==> config.mk <==
export PLATFORM = sky130hd
export DESIGN_NAME = particle_sensor_frame_parser_unit
export DESIGN_NICKNAME = d
export VERILOG_FILES = /design/src/rtl/core/psfp_pkg.sv /design/src/rtl/core/particle_sensor_frame_parser_unit.sv /design/src/rtl/core/psfp_cfg_regs.sv /design/src/rtl/core/psfp_in_stage.sv /design/src/rtl/core/psfp_frame_core.sv
export SDC_FILE = /design/constraint.sdc
export NUM_CORES = 1
export LEC_CHECK = 0
export BUFFER_PORTS_ARGS = -buffer_cell sky130_fd_sc_hd__buf_2
export CORE_MARGIN = 10
export CORE_UTILIZATION = 44
export CTS_CLUSTER_SIZE = 12
export DETAILED_ROUTE_END_ITERATION = 10
export PLACE_DENSITY = 0.7
export SYNTH_ARGS = -nofsm -noshare
export SYNTH_HDL_FRONTEND = slang
export SYNTH_SLANG_ARGS = --single-unit
==> constraint.sdc <==
create_clock -name clk_i -period 5.3 [get_ports clk_i]
set_clock_uncertainty 0.15 [all_clocks]
set_input_delay 0.53 -clock clk_i [delete_from_list [all_inputs] [get_ports clk_i]]
set_output_delay 0.53 -clock clk_i [all_outputs]
set_load 0.02 [all_outputs]
==> src/rtl/core/psfp_pkg.sv <==
// Shared types, constants and helpers for the particulate sensor frame parser.
// No dependencies; every other file refers to it by scoped names.
package psfp_pkg;

  // Frame framing constants
  localparam logic [7:0]  StartFirst  = 8'h42;
  localparam logic [7:0]  StartSecond = 8'h4D;
  localparam logic [15:0] GoodLength  = 16'h001C;
  localparam logic [7:0]  NoError     = 8'h00;
  localparam int unsigned FrameBytes  = 32;

  // Fixed byte positions inside a frame
  localparam logic [4:0] PosLenHigh = 5'd2;
  localparam logic [4:0] PosLenLow  = 5'd3;
  localparam logic [4:0] PosErr     = 5'd29;
  localparam logic [4:0] PosSumHigh = 5'd30;
  localparam logic [4:0] PosLast    = 5'(FrameBytes - 1);
  localparam logic [4:0] PosFirstData = 5'd2;

  // Sum of the two start bytes, the running sum at the start of collection
  localparam logic [15:0] StartSum = 16'(StartFirst) + 16'(StartSecond);

  // Offset register reset values
  localparam logic [4:0] FirstOffsetRst  = 5'd10;
  localparam logic [4:0] SecondOffsetRst = 5'd12;
  localparam logic [4:0] ThirdOffsetRst  = 5'd14;

  // Configuration register indexes
  localparam logic [1:0] CfgFirstOffset  = 2'd0;
  localparam logic [1:0] CfgSecondOffset = 2'd1;
  localparam logic [1:0] CfgThirdOffset  = 2'd2;

  typedef enum logic [1:0] {
    MODE_HUNT    = 2'd0,
    MODE_WAIT    = 2'd1,
    MODE_COLLECT = 2'd2
  } psfp_mode_e;

  typedef enum logic [1:0] {
    STATUS_OK         = 2'd0,
    STATUS_BAD_LENGTH = 2'd1,
    STATUS_BAD_SUM    = 2'd2,
    STATUS_SENSOR_ERR = 2'd3
  } psfp_status_e;

  // Value offsets as seen by the parser core
  typedef struct packed {
    logic [4:0] first_off;
    logic [4:0] second_off;
    logic [4:0] third_off;
  } psfp_cfg_t;

  // Registered input byte
  typedef struct packed {
    logic       vld;
    logic [7:0] data;
  } psfp_item_t;

  // One parsed frame result
  typedef struct packed {
    psfp_status_e status;
    logic [15:0]  first_value;
    logic [15:0]  second_value;
    logic [15:0]  third_value;
  } psfp_result_t;

  // Merge byte b into a big-endian capture whose high byte sits at offset off.
  // The low byte compare is one bit wider so offset 31 never matches.
  function automatic logic [15:0] take_byte(logic [15:0] cap, logic [4:0] off,
                                            logic [4:0] pos, logic [7:0] b);
    logic [15:0] res;
    res = cap;
    if (pos == off) res[15:8] = b;
    if ({1'b0, pos} == ({1'b0, off} + 6'd1)) res[7:0] = b;
    return res;
  endfunction

endpackage

==> src/rtl/core/particle_sensor_frame_parser_unit.sv <==
// Top level of the particulate sensor 32-byte frame parser.
// Depends on psfp_pkg, psfp_cfg_regs, psfp_in_stage and psfp_frame_core.
//
// Usage:
//   Input channel (in_valid_i / in_ready_o / rx_byte_i) carries one received
//   link byte per transaction. The parser hunts for the start pair 0x42 0x4D,
//   collects a 32-byte frame and, after byte 31, issues one transaction on the
//   output channel (out_valid_o / out_ready_i) with frame_status_o and three
//   big-endian readings; readings are zero unless the status is ok.
//   Configuration channel (cfg_valid_i / cfg_ready_o / cfg_index_i /
//   cfg_wdata_i) sets the byte offsets of the three readings (index 0..2);
//   other indexes are ignored. cfg_ready_o is always high. Write it only
//   while the parser is idle.
//   Throughput: one byte per cycle while no result waits on out_ready_i, set by
//   the single input register feeding the combinational parse logic. A frame's
//   last byte goes from the input register into the result register.
//   Stall: while a result waits on out_ready_i, the input register can still
//   take one byte and holds it; in_ready_o then stays low. Input resumes the
//   cycle the result leaves.
//   Reset: offsets return to 10, 12, 14, the parser hunts for a start byte
//   and both registers are empty.
module particle_sensor_frame_parser_unit (
  input  logic        clk_i,
  input  logic        rst_ni,
  input  logic        in_valid_i,
  output logic        in_ready_o,
  input  logic [7:0]  rx_byte_i,
  input  logic        cfg_valid_i,
  output logic        cfg_ready_o,
  input  logic [1:0]  cfg_index_i,
  input  logic [4:0]  cfg_wdata_i,
  output logic        out_valid_o,
  input  logic        out_ready_i,
  output logic [1:0]  frame_status_o,
  output logic [15:0] first_value_o,
  output logic [15:0] second_value_o,
  output logic [15:0] third_value_o
);

  psfp_pkg::psfp_cfg_t    cfg;
  psfp_pkg::psfp_item_t   item;
  psfp_pkg::psfp_result_t result;
  logic                   take;

  psfp_cfg_regs u_cfg_regs (
    .clk_i       (clk_i),
    .rst_ni      (rst_ni),
    .cfg_valid_i (cfg_valid_i),
    .cfg_ready_o (cfg_ready_o),
    .cfg_index_i (cfg_index_i),
    .cfg_wdata_i (cfg_wdata_i),
    .cfg_o       (cfg)
  );

  psfp_in_stage u_in_stage (
    .clk_i      (clk_i),
    .rst_ni     (rst_ni),
    .in_valid_i (in_valid_i),
    .in_ready_o (in_ready_o),
    .rx_byte_i  (rx_byte_i),
    .take_i     (take),
    .item_o     (item)
  );

  psfp_frame_core u_frame_core (
    .clk_i       (clk_i),
    .rst_ni      (rst_ni),
    .item_i      (item),
    .take_o      (take),
    .cfg_i       (cfg),
    .out_valid_o (out_valid_o),
    .out_ready_i (out_ready_i),
    .result_o    (result)
  );

  // Result fields onto their ports
  assign frame_status_o = 2'(result.status);
  assign first_value_o  = result.first_value;
  assign second_value_o = result.second_value;
  assign third_value_o  = result.third_value;

endmodule

==> src/rtl/core/psfp_cfg_regs.sv <==
// Offset configuration registers of the frame parser.
// Depends on psfp_pkg for reset values, register indexes and psfp_cfg_t.
module psfp_cfg_regs (
  input  logic               clk_i,
  input  logic               rst_ni,
  input  logic               cfg_valid_i,
  output logic               cfg_ready_o,
  input  logic [1:0]         cfg_index_i,
  input  logic [4:0]         cfg_wdata_i,
  output psfp_pkg::psfp_cfg_t cfg_o
);

  logic [4:0] first_q, first_d;
  logic [4:0] second_q, second_d;
  logic [4:0] third_q, third_d;

  // Writes are always taken
  assign cfg_ready_o = 1'b1;

  // Register index decode; unknown indexes are ignored
  always_comb begin
    first_d  = first_q;
    second_d = second_q;
    third_d  = third_q;
    if (cfg_valid_i) begin
      unique case (cfg_index_i)
        psfp_pkg::CfgFirstOffset:  first_d  = cfg_wdata_i;
        psfp_pkg::CfgSecondOffset: second_d = cfg_wdata_i;
        psfp_pkg::CfgThirdOffset:  third_d  = cfg_wdata_i;
        default: ;
      endcase
    end
  end

  always_ff @(posedge clk_i or negedge rst_ni) begin
    if (!rst_ni) begin
      first_q  <= psfp_pkg::FirstOffsetRst;
      second_q <= psfp_pkg::SecondOffsetRst;
      third_q  <= psfp_pkg::ThirdOffsetRst;
    end else begin
      first_q  <= first_d;
      second_q <= second_d;
      third_q  <= third_d;
    end
  end

  assign cfg_o = '{first_off: first_q, second_off: second_q, third_off: third_q};

endmodule

==> src/rtl/core/psfp_in_stage.sv <==
// Input register of the frame parser: holds one received byte until the core takes it.
// Depends on psfp_pkg for psfp_item_t.
module psfp_in_stage (
  input  logic                clk_i,
  input  logic                rst_ni,
  input  logic                in_valid_i,
  output logic                in_ready_o,
  input  logic [7:0]          rx_byte_i,
  input  logic                take_i,
  output psfp_pkg::psfp_item_t item_o
);

  logic       vld_q, vld_d;
  logic [7:0] data_q, data_d;

  // Accept while empty or while the held byte moves on this cycle
  assign in_ready_o = !vld_q || take_i;

  always_comb begin
    vld_d  = vld_q;
    data_d = data_q;
    if (in_ready_o) begin
      vld_d  = in_valid_i;
      data_d = rx_byte_i;
    end
  end

  always_ff @(posedge clk_i or negedge rst_ni) begin
    if (!rst_ni) begin
      vld_q <= 1'b0;
    end else begin
      vld_q <= vld_d;
    end
  end

  always_ff @(posedge clk_i) begin
    data_q <= data_d;
  end

  assign item_o = '{vld: vld_q, data: data_q};

endmodule

==> src/rtl/core/psfp_frame_core.sv <==
// Frame parser core: start-byte hunt, 32-byte collection, checks and result register.
// Depends on psfp_pkg for modes, status codes, structs and take_byte.
module psfp_frame_core (
  input  logic                  clk_i,
  input  logic                  rst_ni,
  input  psfp_pkg::psfp_item_t  item_i,
  output logic                  take_o,
  input  psfp_pkg::psfp_cfg_t   cfg_i,
  output logic                  out_valid_o,
  input  logic                  out_ready_i,
  output psfp_pkg::psfp_result_t result_o
);

  psfp_pkg::psfp_mode_e mode_q, mode_d;
  logic [4:0]  pos_q, pos_d;
  logic [15:0] sum_q, sum_d;
  logic [15:0] len_q, len_d;
  logic [7:0]  err_q, err_d;
  logic [7:0]  ckh_q, ckh_d;
  logic [15:0] cap1_q, cap1_d;
  logic [15:0] cap2_q, cap2_d;
  logic [15:0] cap3_q, cap3_d;
  logic        out_vld_q, out_vld_d;
  psfp_pkg::psfp_result_t res_q, res_d;

  logic [7:0]  b;
  logic        emit;
  logic [15:0] check;
  psfp_pkg::psfp_status_e status;

  assign b = item_i.data;

  // Process the held byte when the result register can take a result
  assign take_o = item_i.vld && (!out_vld_q || out_ready_i);

  // Last byte of a frame
  assign emit = take_o && (mode_q == psfp_pkg::MODE_COLLECT) && (pos_q == psfp_pkg::PosLast);

  // Next parse mode
  always_comb begin
    mode_d = mode_q;
    if (take_o) begin
      unique case (mode_q)
        psfp_pkg::MODE_HUNT: begin
          if (b == psfp_pkg::StartFirst) mode_d = psfp_pkg::MODE_WAIT;
        end
        psfp_pkg::MODE_WAIT: begin
          if (b == psfp_pkg::StartSecond) mode_d = psfp_pkg::MODE_COLLECT;
          else if (b != psfp_pkg::StartFirst) mode_d = psfp_pkg::MODE_HUNT;
        end
        psfp_pkg::MODE_COLLECT: begin
          if (pos_q == psfp_pkg::PosLast) mode_d = psfp_pkg::MODE_HUNT;
        end
        default: mode_d = psfp_pkg::MODE_HUNT;
      endcase
    end
  end

  // Frame datapath: position, sum, header fields and captures
  always_comb begin
    pos_d  = pos_q;
    sum_d  = sum_q;
    len_d  = len_q;
    err_d  = err_q;
    ckh_d  = ckh_q;
    cap1_d = cap1_q;
    cap2_d = cap2_q;
    cap3_d = cap3_q;
    if (take_o) begin
      unique case (mode_q)
        psfp_pkg::MODE_HUNT: ;
        psfp_pkg::MODE_WAIT: begin
          if (b == psfp_pkg::StartSecond) begin
            // Fresh frame: start bytes count as positions 0 and 1
            cap1_d = psfp_pkg::take_byte(psfp_pkg::take_byte(16'h0000, cfg_i.first_off,
                       5'd0, psfp_pkg::StartFirst), cfg_i.first_off, 5'd1,
                       psfp_pkg::StartSecond);
            cap2_d = psfp_pkg::take_byte(psfp_pkg::take_byte(16'h0000, cfg_i.second_off,
                       5'd0, psfp_pkg::StartFirst), cfg_i.second_off, 5'd1,
                       psfp_pkg::StartSecond);
            cap3_d = psfp_pkg::take_byte(psfp_pkg::take_byte(16'h0000, cfg_i.third_off,
                       5'd0, psfp_pkg::StartFirst), cfg_i.third_off, 5'd1,
                       psfp_pkg::StartSecond);
            sum_d = psfp_pkg::StartSum;
            len_d = '0;
            err_d = '0;
            ckh_d = '0;
            pos_d = psfp_pkg::PosFirstData;
          end
        end
        psfp_pkg::MODE_COLLECT: begin
          cap1_d = psfp_pkg::take_byte(cap1_q, cfg_i.first_off, pos_q, b);
          cap2_d = psfp_pkg::take_byte(cap2_q, cfg_i.second_off, pos_q, b);
          cap3_d = psfp_pkg::take_byte(cap3_q, cfg_i.third_off, pos_q, b);
          if (pos_q <= psfp_pkg::PosErr) sum_d = sum_q + 16'(b);
          if (pos_q == psfp_pkg::PosLenHigh) len_d[15:8] = b;
          else if (pos_q == psfp_pkg::PosLenLow) len_d[7:0] = b;
          else if (pos_q == psfp_pkg::PosErr) err_d = b;
          else if (pos_q == psfp_pkg::PosSumHigh) ckh_d = b;
          if (pos_q == psfp_pkg::PosLast) pos_d = '0;
          else pos_d = pos_q + 5'd1;
        end
        default: pos_d = '0;
      endcase
    end
  end

  // Frame checks in priority order: length, checksum, sensor error
  assign check = {ckh_q, b};

  always_comb begin
    if (len_q != psfp_pkg::GoodLength) status = psfp_pkg::STATUS_BAD_LENGTH;
    else if (sum_q != check) status = psfp_pkg::STATUS_BAD_SUM;
    else if (err_q != psfp_pkg::NoError) status = psfp_pkg::STATUS_SENSOR_ERR;
    else status = psfp_pkg::STATUS_OK;
  end

  // Result register
  always_comb begin
    out_vld_d = out_vld_q;
    res_d     = res_q;
    if (emit) begin
      out_vld_d = 1'b1;
      res_d.status = status;
      if (status == psfp_pkg::STATUS_OK) begin
        res_d.first_value  = cap1_d;
        res_d.second_value = cap2_d;
        res_d.third_value  = cap3_d;
      end else begin
        res_d.first_value  = '0;
        res_d.second_value = '0;
        res_d.third_value  = '0;
      end
    end else if (out_ready_i) begin
      out_vld_d = 1'b0;
    end
  end

  always_ff @(posedge clk_i or negedge rst_ni) begin
    if (!rst_ni) begin
      mode_q    <= psfp_pkg::MODE_HUNT;
      pos_q     <= '0;
      sum_q     <= '0;
      len_q     <= '0;
      err_q     <= '0;
      ckh_q     <= '0;
      cap1_q    <= '0;
      cap2_q    <= '0;
      cap3_q    <= '0;
      out_vld_q <= 1'b0;
    end else begin
      mode_q    <= mode_d;
      pos_q     <= pos_d;
      sum_q     <= sum_d;
      len_q     <= len_d;
      err_q     <= err_d;
      ckh_q     <= ckh_d;
      cap1_q    <= cap1_d;
      cap2_q    <= cap2_d;
      cap3_q    <= cap3_d;
      out_vld_q <= out_vld_d;
    end
  end

  always_ff @(posedge clk_i) begin
    res_q <= res_d;
  end

  assign out_valid_o = out_vld_q;
  assign result_o    = res_q;

  // A new result only follows the last byte of a frame
  assert property (@(posedge clk_i) disable iff (!rst_ni)
    $rose(out_vld_q) |-> $past(mode_q == psfp_pkg::MODE_COLLECT && pos_q == psfp_pkg::PosLast))
    else $error("result raised without a frame end");

  // Failed frames report zero readings
  assert property (@(posedge clk_i) disable iff (!rst_ni)
    (out_vld_q && res_q.status != psfp_pkg::STATUS_OK) |->
      (res_q.first_value == '0 && res_q.second_value == '0 && res_q.third_value == '0))
    else $error("nonzero readings on a failed frame");

  // Collection always runs from byte 2 onward
  assert property (@(posedge clk_i) disable iff (!rst_ni)
    (mode_q == psfp_pkg::MODE_COLLECT) |-> (pos_q >= psfp_pkg::PosFirstData))
    else $error("byte position below first data byte while collecting");

  // No byte is consumed while a result is stalled
  assert property (@(posedge clk_i) disable iff (!rst_ni)
    (out_vld_q && !out_ready_i) |-> !take_o)
    else $error("byte consumed while result stalled");

endmodule

==> reports/results.md <==
### Clock network
• **total CTS buffers** 17
• **buffer type at the clock tree root** sky130_fd_sc_hd__clkbuf_16
• **H-tree Lvls** 4
• **number of gates resized after cts** 0
• **setup fix buffers added after clock tree synthesis** 0
• **CTS tree** built
• **clock network latency to the later pin of the worst-skew pair** 440 ps
• **Sinks on Clock Net** 178
• **clock edge transition at the registers on the reported setup and hold paths** 70 ps
• **number of hold-repair buffers added at the cts stage** 1
• **clock tree buffer depth** 2

### STA
• **setup-violating endpoint count in the final report** 0
• **setup repair after global routing missed its margin** false
• **max-slew violation count** 0
• **FMAX** 278 MHz
• **period utilization** 67.8%
• **actual slew at the worst max-slew pin** 1050 ps
• **Setup TNS Final** 0 ps
• **hold violation count in the final report** 0
• **final worst path period need** 3590 ps
• **post-route worst hold slack** 119 ps
• **worst rel slew slack** 29.8%

### Drt
• **via count** 7,055
• **average wire length per cell after detail routing** 19.4 um
• **total length of routed wires** 23,400 um
• **remaining number of nets flagged by the antenna check after routing** 0
• **DRC** 0
• **first-pass detailed-route iteration total** 5
• **vias per inst** 5.85
• **number of DRC violations after detailed-routing iteration 0** 634

### Critical path
• **class of the most critical setup path** register to register
• **startpoint of the worst-slack reg-to-reg timing path** u_frame_core.mode_q[1]
• **Setup crit end** u_frame_core.result_o[34]
• **arrival time of the worst setup path** 3610 ps
• **Crit path required time** 5320 ps
• **CP endpoint kind** register
• **startpoint of the worst setup timing path** u_frame_core.mode_q[1]
• **destination of the worst register-to-register timing path** u_frame_core.result_o[34]
• **FF-to-FF path depth** 7
• **cell family with the largest share of critical-path delay** simple AND/OR/NAND/NOR gates
• **critical path cell sequence** inv_1 > ha_1 > and3_1 > nand2_1 > a21boi_0 > o2bb2ai_1 > a211oi_1
• **instance count on the critical path** 7
• **critical-path cell with the highest stage delay** sky130_fd_sc_hd__nand2_1
• **largest fanout on the critical path** 25
• **slowest stage delay, CP** 820 ps
• **buffers and inverters on the worst path** 1
• **setup slack of the most critical reg-to-reg path** 1710 ps
• **kind of start point of the critical path** register

### Power and ir drop
• **power density over the cells** 338 nW/um2
• **worst vdd rail ir drop** 0.212 mV
• **Static Leak** 4.19 nW

### Yosys
• **number of flops mapped to enable cells by yosys** 58
• **synthesized area per cell** 10.4 um2
• **count of different cell masters after synthesis** 73
• **ys async rst share** 67.4%
• **Syn Std Cell Area** 9040 um2
• **part of the Yosys area used for sequential elements** 52.6%
• **Post-Syn Instances** 866
• **total number of yosys warnings** 0
• **synthesized flop and latch total** 178
• **number of nets produced by synthesis** 914
• **leading register cell type out of synthesis** sky130_fd_sc_hd__dfrtp_1

### GRT
• **global-route met2 utilization** 27.0%
• **vias in the first global route** 6,696
• **antenna violations before repair** 0
• **global-route congestion overflow total** 0
• **gr busiest metal** met2
• **total global routing track utilization** 17.7%
• **routing usage on met3** 3.45%
• **GRT met1 Usage** 24.4%
• **largest net degree at the start of global routing** 49
• **wire length of the first global-routing pass** 37,200 um

### Worst hold path
• **worst min-delay path class** input pin to register

### Placement
• **last weighted congestion value of the routability-driven placer** 0.947
• **placed wire-length estimate** 16,700 um
• **number of input and output port buffers inserted** 71

### Floorplanning
• **DIE WIDTH** 163 um
• **number of top-level design ports** 73
• **placement row count** 52
• **initial cell density of the core** 44.7%
• **die height** 163 um
• **area of the die** 26,700 um2
• **area of the placeable core** 20,200 um2

### Layout
• **number of antenna diodes** 0
• **synthesis-to-finish area growth** 12.7%
• **nets@finish** 971
• **FILL cells** 1,846
• **total area of multi-input combinational cells** 4030 um2
• **ratio of cells with drive above 1 in the final layout** 16.6%
• **combined flip-flop and latch cell area** 4750 um2
• **commonest cells after routing, fill and taps aside** sky130_fd_sc_hd__dfrtp_1, sky130_fd_sc_hd__nand2_1, sky130_fd_sc_hd__o21ai_0, sky130_fd_sc_hd__buf_2, sky130_fd_sc_hd__edfxtp_1
• **most common library cell in the layout ignoring fill and taps** sky130_fd_sc_hd__dfrtp_1
• **final design utilization** 50.4%

### Flow run
• **max-cap violation count** 0

### Outcome
• **run status** complete, no violations

cell type report:
cell class,instances,share of cell area [%]
sequential,178,46.6
multi-input combinational,625,39.5
clock buffer,19,4.25
timing repair buffer,78,4.05
tap,270,3.31
clock inverter,13,1.40
inverter,23,0.847
routing by layer:
layer  up-vias  wire [um]
met4         0        518
met5         -          0
li1       3298          -
met2       278      10800
met1      3441      10600
met3        38       1590
flip-flops by register name, indices dropped and copies added, names as in the netlist:
register	count
u_frame_core.cap3_q	16
u_frame_core.cap2_q	16
u_frame_core.mode_q	2
u_frame_core.err_q	8
u_frame_core.pos_q	5
u_in_stage.data_q	8
u_frame_core.cap1_q	16
u_frame_core.result_o	50
u_cfg_regs.third_q	5
u_frame_core.out_valid_o	1
u_frame_core.len_q	16
u_cfg_regs.first_q	5
u_frame_core.ckh_q	8
u_frame_core.sum_q	16
u_cfg_regs.second_q	5
u_in_stage.vld_q	1
worst min-delay path by stage:
stage,start,end,slack (ps),depth (start not counted)
2_1_floorplan,rst_ni,u_cfg_regs.first_q[0],80,0
6_report,rx_byte_i[3],u_in_stage.data_q[3],120,1
5_1_grt,rx_byte_i[0],u_in_stage.data_q[0],110,1
3_3_place_gp,u_frame_core.cap1_q[9],u_frame_core.cap1_q[9],310,2
4_1_cts,rx_byte_i[3],u_in_stage.data_q[3],110,1
3_5_place_dp,u_frame_core.len_q[4],u_frame_core.len_q[4],320,2
worst reg2reg max path: stages (launching register included):
cell                        delay [ps]
sky130_fd_sc_hd__dfrtp_1           370
sky130_fd_sc_hd__inv_1              80
sky130_fd_sc_hd__ha_1              340
sky130_fd_sc_hd__and3_1            740
sky130_fd_sc_hd__nand2_1           830
sky130_fd_sc_hd__a21boi_0          550
sky130_fd_sc_hd__o2bb2ai_1         180
sky130_fd_sc_hd__a211oi_1           70
per-stage QoR:
stage / total power (W) / instances / area [um2] / setup WS [ps]
6_report: 0.00345 / 1206 / 10200 / 1710
5_1_grt: 0.00359 / 1206 / 10200 / 1510
4_1_cts: 0.00345 / 1206 / 10200 / 1780
3_5_place_dp: 0.00221 / 1173 / 9610 / 1690
3_3_place_gp: 0.00219 / 1173 / 9610 / 1720
2_1_floorplan: 0.00203 / 866 / 9040 / 951
power by group:
| group | switching, W | leakage, nW | internal (W) | total (W) |
|---|---|---|---|---|
| clock | 0.000581 | 0.287 | 0.000668 | 0.00125 |
| combinational | 0.000415 | 1.75 | 0.000204 | 0.000620 |
| sequential | 0.000103 | 2.15 | 0.00147 | 0.00158 |
synth_stat cells (6+ instances only):
| master | instances | area share (%) |
|---|---|---|
| sky130_fd_sc_hd__a31oi_1 | 14 | 0.97 |
| sky130_fd_sc_hd__nor2b_1 | 27 | 1.9 |
| sky130_fd_sc_hd__clkbuf_1 | 20 | 0.83 |
| sky130_fd_sc_hd__nand2_1 | 112 | 4.6 |
| sky130_fd_sc_hd__dfrtp_1 | 113 | 31 |
| sky130_fd_sc_hd__buf_2 | 14 | 0.78 |
| sky130_fd_sc_hd__xor2_1 | 14 | 1.4 |
| sky130_fd_sc_hd__a221o_1 | 13 | 1.4 |
| sky130_fd_sc_hd__and3_1 | 7 | 0.48 |
| sky130_fd_sc_hd__xnor2_1 | 24 | 2.3 |
| sky130_fd_sc_hd__nand2b_1 | 6 | 0.42 |
| sky130_fd_sc_hd__mux2_2 | 25 | 3.1 |
| sky130_fd_sc_hd__dfstp_2 | 7 | 2.0 |
| sky130_fd_sc_hd__o211ai_1 | 9 | 0.75 |
| sky130_fd_sc_hd__and2_1 | 10 | 0.69 |
| sky130_fd_sc_hd__nor4_1 | 12 | 0.83 |
| sky130_fd_sc_hd__nand3_1 | 26 | 1.4 |
| sky130_fd_sc_hd__nor3_1 | 18 | 1.0 |
| sky130_fd_sc_hd__a21oi_1 | 41 | 2.3 |
| sky130_fd_sc_hd__nand4_1 | 9 | 0.62 |
| sky130_fd_sc_hd__edfxtp_1 | 58 | 19 |
| sky130_fd_sc_hd__nand3b_1 | 6 | 0.50 |
| sky130_fd_sc_hd__a32o_1 | 9 | 1.0 |
| sky130_fd_sc_hd__o21ai_0 | 87 | 4.8 |
| sky130_fd_sc_hd__nor2_1 | 37 | 1.5 |
| sky130_fd_sc_hd__o31ai_1 | 7 | 0.58 |
| sky130_fd_sc_hd__ha_1 | 27 | 3.7 |
| sky130_fd_sc_hd__inv_1 | 23 | 0.95 |
kinds of logic (layout without fill, tap and decap cells):
group / after synthesis / count (layout) / share of synthesized area (%)
AOI/OAI and AO/OA: 230 / 230 / 16.6
adders and majority gates: 28 / 28 / 3.96
and+or+nand+nor: 302 / 302 / 17.0
DFF: 178 / 178 / 52.6
xor gates and xnor gates: 38 / 38 / 3.68
buffers and inverters: 63 / 133 / 2.98
other: 1 / 1 / 0.0415
muxes: 26 / 26 / 3.22
Power figures use the tool's default switching activity.
